===== src/sv/swm_pkg.sv =====
// ============================================================================
// swm_pkg
// Shared types and default constants for the sliding window maximum filter.
// ============================================================================
package swm_pkg;

    // Default sizing handed to the top level parameters
    localparam int MAX_WINDOW_DEF   = 64;
    localparam int SAMPLE_WIDTH_DEF = 16;

    // Width of the window length register
    localparam int WLEN_W = 7;

    // Controller states, one-hot
    typedef enum logic [1:0] {
        ST_IDLE = 2'b01,
        ST_RUN  = 2'b10
    } swm_state_t;

    // Per-cell control from the top level
    typedef struct packed {
        logic shift;   // load the neighbor's sample
        logic enable;  // cell lies inside the current window
    } swm_cell_ctrl_t;

endpackage


===== src/sv/sliding_window_maximum.sv =====
// ============================================================================
// sliding_window_maximum
// Running maximum of the latest window_length signed samples, built as a
// shift chain of cells with a registered max wave running through it.
// ============================================================================
//
//  Channel  | Signals                           | Beat carries
//  ---------+-----------------------------------+--------------------------
//  input    | in_valid, in_ready                | sample, first
//  output   | out_valid, out_ready              | window_max
//  config   | cfg_valid, cfg_ready              | window_length
//
//  A beat that yields no result leaves the input ready for the next beat. A beat
//  that yields a result holds the input busy while the max wave passes one cell
//  per cycle through the chain, and then until the result is loaded into the
//  output register. A pending output only stalls the wave's hand-off.
//  Reset clears the controller, fill count and window length (to 1); no
//  clearing pass is needed.
//
module sliding_window_maximum #(
    parameter int MAX_WINDOW   = swm_pkg::MAX_WINDOW_DEF,
    parameter int SAMPLE_WIDTH = swm_pkg::SAMPLE_WIDTH_DEF
) (
    input  logic                            clk,
    input  logic                            rst_n,
    // input samples
    input  logic                            in_valid,
    output logic                            in_ready,
    input  logic signed [SAMPLE_WIDTH-1:0]  sample,
    input  logic                            first,
    // results
    output logic                            out_valid,
    input  logic                            out_ready,
    output logic signed [SAMPLE_WIDTH-1:0]  window_max,
    // configuration
    input  logic                            cfg_valid,
    output logic                            cfg_ready,
    input  logic [swm_pkg::WLEN_W-1:0]      window_length
);

    localparam int FILL_W = $clog2(MAX_WINDOW + 1);
    localparam int KW     = (FILL_W > swm_pkg::WLEN_W) ? FILL_W : swm_pkg::WLEN_W;

    swm_pkg::swm_state_t            state_reg, state_next;
    logic [FILL_W-1:0]              fill_reg, fill_next, fill_base;
    logic [FILL_W-1:0]              cnt_reg, cnt_next;
    logic [swm_pkg::WLEN_W-1:0]     wlen_reg, wlen_next;
    logic                           out_valid_reg, out_valid_next;
    logic signed [SAMPLE_WIDTH-1:0] out_data_reg, out_data_next;

    logic                           accept;
    logic                           has_result;
    logic                           wave_done;
    logic                           load_out;
    logic [KW-1:0]                  k_ext, k_eff;

    logic signed [SAMPLE_WIDTH-1:0] smp_chain [MAX_WINDOW+1];
    logic signed [SAMPLE_WIDTH-1:0] acc_chain [MAX_WINDOW+1];

    // Handshakes
    assign in_ready  = (state_reg == swm_pkg::ST_IDLE);
    assign accept    = in_valid && in_ready;
    assign cfg_ready = 1'b1;

    // Config register
    assign wlen_next = (cfg_valid && cfg_ready) ? window_length : wlen_reg;

    // Fill count, saturating at the chain depth
    always_comb
    begin
        fill_base = first ? '0 : fill_reg;
        if (fill_base < FILL_W'(MAX_WINDOW))
            fill_next = fill_base + 1'b1;
        else
            fill_next = fill_base;
        if (!accept)
            fill_next = fill_reg;
    end

    // Effective window: zero acts as one, clipped to the chain depth
    always_comb
    begin
        k_ext = KW'(wlen_reg);
        if (k_ext == '0)
            k_eff = KW'(1);
        else if (k_ext > KW'(MAX_WINDOW))
            k_eff = KW'(MAX_WINDOW);
        else
            k_eff = k_ext;
    end

    assign has_result = (KW'(fill_next) >= k_eff);

    // Cell chain: samples shift toward the old end, max wave runs alongside
    assign smp_chain[0] = sample;
    assign acc_chain[0] = {1'b1, {(SAMPLE_WIDTH-1){1'b0}}};

    for (genvar i = 0; i < MAX_WINDOW; i++)
    begin : g_cell
        swm_pkg::swm_cell_ctrl_t cell_ctrl;

        assign cell_ctrl.shift  = accept;
        assign cell_ctrl.enable = (i == 0) || (int'(wlen_reg) > i);

        swm_cell #(
            .SAMPLE_WIDTH (SAMPLE_WIDTH)
        ) u_cell (
            .clk        (clk),
            .ctrl       (cell_ctrl),
            .sample_in  (smp_chain[i]),
            .acc_in     (acc_chain[i]),
            .sample_out (smp_chain[i+1]),
            .acc_out    (acc_chain[i+1])
        );
    end

    // Sequencer: wait for the wave to settle, then hand the max to the output
    assign wave_done = (cnt_reg == FILL_W'(MAX_WINDOW));
    assign load_out  = (state_reg == swm_pkg::ST_RUN) && wave_done &&
                       (!out_valid_reg || out_ready);

    always_comb
    begin
        state_next = state_reg;
        cnt_next   = cnt_reg;
        unique case (state_reg)
            swm_pkg::ST_IDLE:
            begin
                cnt_next = '0;
                if (accept && has_result)
                    state_next = swm_pkg::ST_RUN;
            end
            swm_pkg::ST_RUN:
            begin
                if (!wave_done)
                    cnt_next = cnt_reg + 1'b1;
                if (load_out)
                    state_next = swm_pkg::ST_IDLE;
            end
            default:
            begin
                state_next = swm_pkg::ST_IDLE;
                cnt_next   = '0;
            end
        endcase
    end

    // Output register
    always_comb
    begin
        out_valid_next = out_valid_reg;
        out_data_next  = out_data_reg;
        if (load_out)
        begin
            out_valid_next = 1'b1;
            out_data_next  = acc_chain[MAX_WINDOW];
        end
        else if (out_ready)
        begin
            out_valid_next = 1'b0;
        end
    end

    always_ff @(posedge clk or negedge rst_n)
    begin
        if (!rst_n)
        begin
            state_reg     <= swm_pkg::ST_IDLE;
            fill_reg      <= '0;
            cnt_reg       <= '0;
            wlen_reg      <= (swm_pkg::WLEN_W)'(1);
            out_valid_reg <= 1'b0;
        end
        else
        begin
            state_reg     <= state_next;
            fill_reg      <= fill_next;
            cnt_reg       <= cnt_next;
            wlen_reg      <= wlen_next;
            out_valid_reg <= out_valid_next;
        end
    end

    always_ff @(posedge clk)
    begin
        out_data_reg <= out_data_next;
    end

    assign out_valid  = out_valid_reg;
    assign window_max = out_data_reg;

endmodule


===== src/sv/swm_cell.sv =====
// ============================================================================
// swm_cell
// One cell of the max chain: holds one stored sample and a running maximum
// that it passes to the next cell every cycle.
// ============================================================================
module swm_cell #(
    parameter int SAMPLE_WIDTH = swm_pkg::SAMPLE_WIDTH_DEF
) (
    input  logic                           clk,
    input  swm_pkg::swm_cell_ctrl_t        ctrl,
    input  logic signed [SAMPLE_WIDTH-1:0] sample_in,
    input  logic signed [SAMPLE_WIDTH-1:0] acc_in,
    output logic signed [SAMPLE_WIDTH-1:0] sample_out,
    output logic signed [SAMPLE_WIDTH-1:0] acc_out
);

    logic signed [SAMPLE_WIDTH-1:0] sample_reg;
    logic signed [SAMPLE_WIDTH-1:0] sample_next;
    logic signed [SAMPLE_WIDTH-1:0] acc_reg;
    logic signed [SAMPLE_WIDTH-1:0] acc_next;

    // Sample shifts in from the younger neighbor on an accepted beat
    assign sample_next = ctrl.shift ? sample_in : sample_reg;

    // Running max; cells outside the window pass the incoming value on
    assign acc_next = (ctrl.enable && (sample_reg > acc_in)) ? sample_reg : acc_in;

    always_ff @(posedge clk)
    begin
        sample_reg <= sample_next;
        acc_reg    <= acc_next;
    end

    assign sample_out = sample_reg;
    assign acc_out    = acc_reg;

endmodule


===== config.mk =====
export PLATFORM = sky130hd
export DESIGN_NAME = sliding_window_maximum
export DESIGN_NICKNAME = d
export VERILOG_FILES = /design/src/sv/swm_pkg.sv /design/src/sv/sliding_window_maximum.sv /design/src/sv/swm_cell.sv
export SDC_FILE = /design/constraint.sdc
export NUM_CORES = 2
export LEC_CHECK = 0
export BUFFER_PORTS_ARGS = -buffer_cell sky130_fd_sc_hd__buf_2
export CAP_MARGIN = 20
export CORE_ASPECT_RATIO = 1.5
export CORE_MARGIN = 2
export CORE_UTILIZATION = 35
export DETAILED_ROUTE_END_ITERATION = 8
export GPL_TIMING_DRIVEN = 0
export PLACE_DENSITY = 0.59
export SETUP_SLACK_MARGIN = 0.05
export SLEW_MARGIN = 40
export SYNTH_ARGS = -nofsm -noshare
export SYNTH_HDL_FRONTEND = slang
export SYNTH_SLANG_ARGS = --single-unit

===== constraint.sdc =====
create_clock -name clk -period 46.8 [get_ports clk]
set_input_delay 2.34 -clock clk [delete_from_list [all_inputs] [get_ports clk]]
set_output_delay 2.34 -clock clk [all_outputs]
set_load 0.05 [all_outputs]

* Yosys cells after proc, flatten, opt, wreduce, memory -nomap -nowiden
Cells that the tools add are included.
** Cells by class
- Add/subtract/negate cells :: 2
- Equal/unequal tests :: 6
- Order comparisons :: 130
- Mux-type cells :: 75
- Reductions and logical operators :: 72
** Operators with widths (number)
- $gt A16 B16 Y1 :: 63
- $mux W16 :: 63
- $gt A7 B6 Y1 const B :: 32
- $gt A7 B5 Y1 const B :: 16
- $logic_and A1 B1 Y1 :: 67
- $gt A7 B4 Y1 const B :: 8
- $mux W7 :: 7
- $gt A7 B3 Y1 const B :: 4
- $gt A16 B16 Y1 const B :: 1
- $add A7 B1 Y7 const B :: 2
- $gt A7 B2 Y1 const B :: 2
- $eq A7 B7 Y1 const B :: 1
- $ge A7 B7 Y1 :: 1
- $gt A7 B1 Y1 const B :: 1
- $gt A7 B7 Y1 const B :: 1
- $logic_not A7 Y1 :: 1
- $lt A7 B7 Y1 const B :: 1
- $mux W2 :: 2
- $ne A2 B2 Y1 const B :: 2
- $pmux W2 S2 :: 1
- $eq A2 B1 Y1 const B :: 1
- $eq A2 B2 Y1 const B :: 1
- $mux W1 :: 2
- $ne A2 B1 Y1 const B :: 1
- other kinds (4) :: 4
** Word-level totals
- Logic and storage cells :: 419
- Bits in registers :: 2088
- Input port bits :: 29
- Output and inout port bits :: 19

* Logic depth before layout (Yosys ltp)
- Depth after elaboration :: 8
- Depth in mapped cells :: 14
- Mapped depth without buffers :: 13

* Hierarchy
From an unflattened synthesis, not the netlist that was laid out.
** Unflattened totals
- Cell total of the unflattened synthesis :: 7060
- Area total of the unflattened synthesis :: 96949.2 um2
** Modules (own cells, without submodules)
- swm_cell (g_cell[0].u_cell ...) :: sequential area each 800.8 um2, area an instance 1477.7 um2, cells each 106, instances 63
- sliding_window_maximum :: sequential area each 1083.5 um2, area an instance 2378.5 um2, cells each 273, instances 1
- swm_cell (g_cell[42].u_cell) :: sequential area each 800.8 um2, area an instance 1477.7 um2, cells each 109, instances 1

* Least setup slack after synthesis
Ideal clock, no wire load.
- Path kind :: input-to-reg
- Start point :: input port in_valid
- End point :: register state_reg[1]
- Stages :: 12
- Path buffers :: 0
- Slack :: 20523 ps
- Data required time :: 46582 ps
- Arrival time :: 26059 ps
- Setup time :: 218 ps
- Cell sequence :: nand2_1 > inv_1 > nand2_1 > o22a_1 > inv_1 > ha_1 > nand2b_1 > a21o_1 > a21o_1 > a211o_1 > a21oi_1 > o21ai_0
** Between the ends
- Cells in the longest elaborated chain, start to end :: 6
** RTL lines
- from (decl) :: line sliding_window_maximum.sv:27 : input logic in_valid,
- $logic_and A1 B1 Y1 :: line sliding_window_maximum.sv:62 : assign accept = in_valid && in_ready;
- $mux W7 :: line sliding_window_maximum.sv:76 : if (!accept)
- net fill_next[0] :: line sliding_window_maximum.sv:45 : logic [FILL_W-1:0] fill_reg, fill_next, fill_base;
- $ge A7 B7 Y1 :: line sliding_window_maximum.sv:92 : assign has_result = (KW'(fill_next) >= k_eff);
- $logic_and A1 B1 Y1 :: line sliding_window_maximum.sv:130 : if (accept && has_result)
- $ne A2 B1 Y1 (no line)
- $reduce_and A2 Y1 (no line)
- to (signal assigned) :: line sliding_window_maximum.sv:168 : state_reg <= swm_pkg::ST_IDLE;
- to (signal assigned) :: line sliding_window_maximum.sv:176 : state_reg <= state_next;
- to (decl) :: line sliding_window_maximum.sv:44 : swm_pkg::swm_state_t state_reg, state_next;
The timed path passes the listed nets, and every way through them passes these cells.
A chain may end at the register's enable or synchronous reset.

* Final worst setup path
- Start point :: register state_reg[0]
- End point :: output port in_ready
** Between the ends
- Cells in the longest elaborated chain, start to end :: 1
** RTL lines
- $eq A2 B1 Y1 :: line sliding_window_maximum.sv:61 : assign in_ready = (state_reg == swm_pkg::ST_IDLE);
- to (decl) :: line sliding_window_maximum.sv:28 : output logic in_ready,
Every way passes these cells.

==> key figures <==
Status
  • Status: completed

Synthesis
  • Syn Inst Count: ~7000
  • Synth area leaders: edfxtp_1 (34%), dfxtp_1 (22%), ha_1 (14%)
  • Sequential-to-total area share from yosys stat: 0.563
  • Ys Warns: 0
  • Post-synth cell types: 84
  • EDFF count, synth: approximately 1000
  • Synth Flop Type: edfxtp_1
  • Top-area cell type share of the netlist area: 0.336
  • Post-Syn Nets: 8231
  • Asr flop ratio synth: 0.0115
  • Mapped cell area: between 90000 and 100000 um2
  • Post-synth top area cell: edfxtp_1
  • Post-synthesis register bit count: 2088
  • Mapped Avg Cell Area: approximately 13 um2

STA
  • Fin crit share: 0.102
  • RSZ-0062 raised after global routing: no
  • Max-slew violations: 0
  • Post-layout min period: about 4.8 ns
  • Setup TNS: 0 ns
  • Setup violators final: 0
  • Fin Clk Skew: 0.116 ns
  • Hold Vio Cnt, Final: 0
  • Slew @ Worst Pin: 0.890 ns
  • Max Freq: 210 MHz
  • Slew headroom: 0.407

Die
  • Core area: 264000 um2
  • Number of I/O pins: 48
  • Die height: roughly 630 um
  • Die X: 425 um
  • Die area: 270000 um2
  • Starting Density: 0.352
  • Row cnt: 231

Min path
  • WHS Endpoint: g_cell[31].u_cell.sample_out[9]
  • Worst hold path class: reg2reg
  • Hold path depth: 0
  • HP Start: g_cell[30].u_cell.sample_out[9]

Critical path
  • R2R setup slack: between 40 and 50 ns
  • CP required: 44.46 ns
  • R2R Path Start: state_reg[0]
  • FF-to-FF End: state_reg[1]
  • CP startpoint kind: register
  • Crit path kind: reg2out
  • WP data arrival: 2.43 ns
  • Worst-path fanout max: 2
  • Worst R2R Path Depth: 14
  • Critical path endpoint category: output port

Global routing
  • Initial antenna violation count: 8
  • First-pass GRT wire length: 322000 um
  • Overall routing resource usage: 0.151
  • Largest net degree at the start of global routing: 78
  • Vias in the first global route: 57900
  • GR Overflow Total: 0

Final layout
  • Most used cells in the layout excluding fill and tap cells: inv_1 (1058), edfxtp_1 (1040), dfxtp_1 (1024)
  • Fill cell count: 24500
  • Share of layout cells above drive strength 1: 0.200
  • Area grow syn2layout: 13.2%
  • Most common cell after layout, fill and taps aside: inv_1
  • Final Instance Area: ~110000 um2
  • Net count, final: 8506

Route
  • Detailed Route WL: 205000 um
  • Vias: around 55000
  • DRC Markers: 0
  • Drt pass-1 iters: 5
  • Routed Antenna Nets: 0
  • DRT iter0 DRCs: between 2000 and 3000
  • Mean number of vias per cell: 4.92
  • Wire per inst: 18.4 um

Power and ir drop
  • Power per cell area: 70.4 nW/um2
  • Static Leak: approximately 45 nW
  • Total power: 7.40 mW
  • VDD IR max: around 0.035 mV

Placed design
  • Final GP Congestion: 0.882
  • I/O Buffers: 45
  • Placement Cell Area: 98000 um2
  • DP HPWL: 156000 um

Clock network
  • Clk sink count: 2088
  • CTS buffer count: 209
  • Worst-skew pair later-pin latency: 0.90 ns
  • Buffer count from post-CTS setup fixing: 0
  • CTS tree: done
  • CTS Root Cell: clkbuf_16
  • Post-CTS Hold Fix Bufs: 0
  • Resized cells post-CTS: 0
  • Clk slew on worst S/H paths: roughly 0.070 ns
  • H-tree depth: 4
  • Clock buffer depth: 4

Flow run
  • Max_cap viols: 0
==> cell families after synthesis <==
family	after synthesis	share of synthesized area
buffers and inverters	1188	0.0507
XOR/XNOR	6	0.000566
multiplexers	1020	0.128
other	1	0.0000404
flip-flops	2088	0.563
adder cells (fa/ha/maj)	1017	0.137
AO/OA/AOI/OAI	936	0.0660
AND/OR/NAND/NOR	929	0.0541
==> through the flow <==
stage / util / setup WS, ns / hold WS, ns / instances
floorplan: - / 20.52 / 0.386 / 7185
global placement: 0.369 / 7.43 / 0.389 / 10700
detailed placement: 0.372 / 41.25 / 0.390 / 10700
CTS: 0.398 / 41.95 / 0.377 / 11100
global route: 0.398 / 41.89 / 0.392 / 11100
finish: 0.398 / 42.03 / 0.379 / 11100
==> cells in the mapped netlist (all sizes together) (7+ instances only) <==
| library cell | n |
|---|---|
| a211oi | 47 |
| a21boi | 16 |
| clkbuf | 47 |
| or2 | 9 |
| nor2b | 66 |
| nor3b | 7 |
| and2 | 9 |
| o31ai | 19 |
| o21ai | 94 |
| or4 | 22 |
| dfxtp | 1024 |
| a2111oi | 29 |
| ha | 1017 |
| mux2i | 32 |
| dfrtp | 22 |
| a21o | 98 |
| nor2 | 121 |
| nand2b | 7 |
| o21bai | 9 |
| a221oi | 12 |
| nand4 | 222 |
| nor4 | 37 |
| and4 | 24 |
| nor3 | 29 |
| mux2 | 988 |
| nand3 | 160 |
| a221o | 19 |
| o21a | 13 |
| nand2 | 165 |
| and3 | 20 |
| a31o | 7 |
| a32oi | 33 |
| a21oi | 412 |
| nor4b | 18 |
| inv | 1059 |
| edfxtp | 1040 |
| o211ai | 61 |
| o22ai | 7 |
| a211o | 19 |
| a31oi | 12 |
| buf | 81 |
==> worst max path at each step <==
stage	endpoint	depth (start not counted)	startpoint
floorplan	state_reg[1]	12	in_valid
global placement	state_reg[1]	10	in_valid
detailed placement	state_reg[1]	14	in_valid
CTS	in_ready	2	state_reg[0]
global route	state_reg[1]	14	in_valid
finish	in_ready	2	state_reg[0]
==> layer usage <==
layer / global-route usage / share of wire
met3: 0.0203 / 0.033
met2: 0.293 / 0.54
met5: 0 / 0
met4: 0.0805 / 0.057
met1: 0.153 / 0.37
==> power breakdown <==
part / internal, mW / switching [mW] / leakage (nW) / total (mW)
clock network: 1.01 / 0.714 / 3.49 / 1.73
logic: 1.36 / 1.39 / 23.4 / 2.76
registers: 2.54 / 0.373 / 18.3 / 2.92
==> critical path, cell delays in order (launching register included) <==
cell     delay [ns]
dfstp_2        0.53
nor2b_1        0.67
buf_2          0.40
==> layout make-up <==
class / instances / area (um2) / area share
Clock buffer: 284 / 5890 / 0.0561
Inverter: 1060 / 3990 / 0.0379
Tap cell: 3495 / 4370 / 0.0416
Antenna cell: 1 / 2.50 / 0.0000238
Multi-Input combinational cell: 3909 / 35900 / 0.342
Sequential cell: 2088 / 52300 / 0.498
Timing Repair Buffer: 64 / 689 / 0.00656
Buffer: 128 / 734 / 0.00699
Clock inverter: 99 / 1180 / 0.0113
Note: power is estimated with default switching activity, not from simulation.
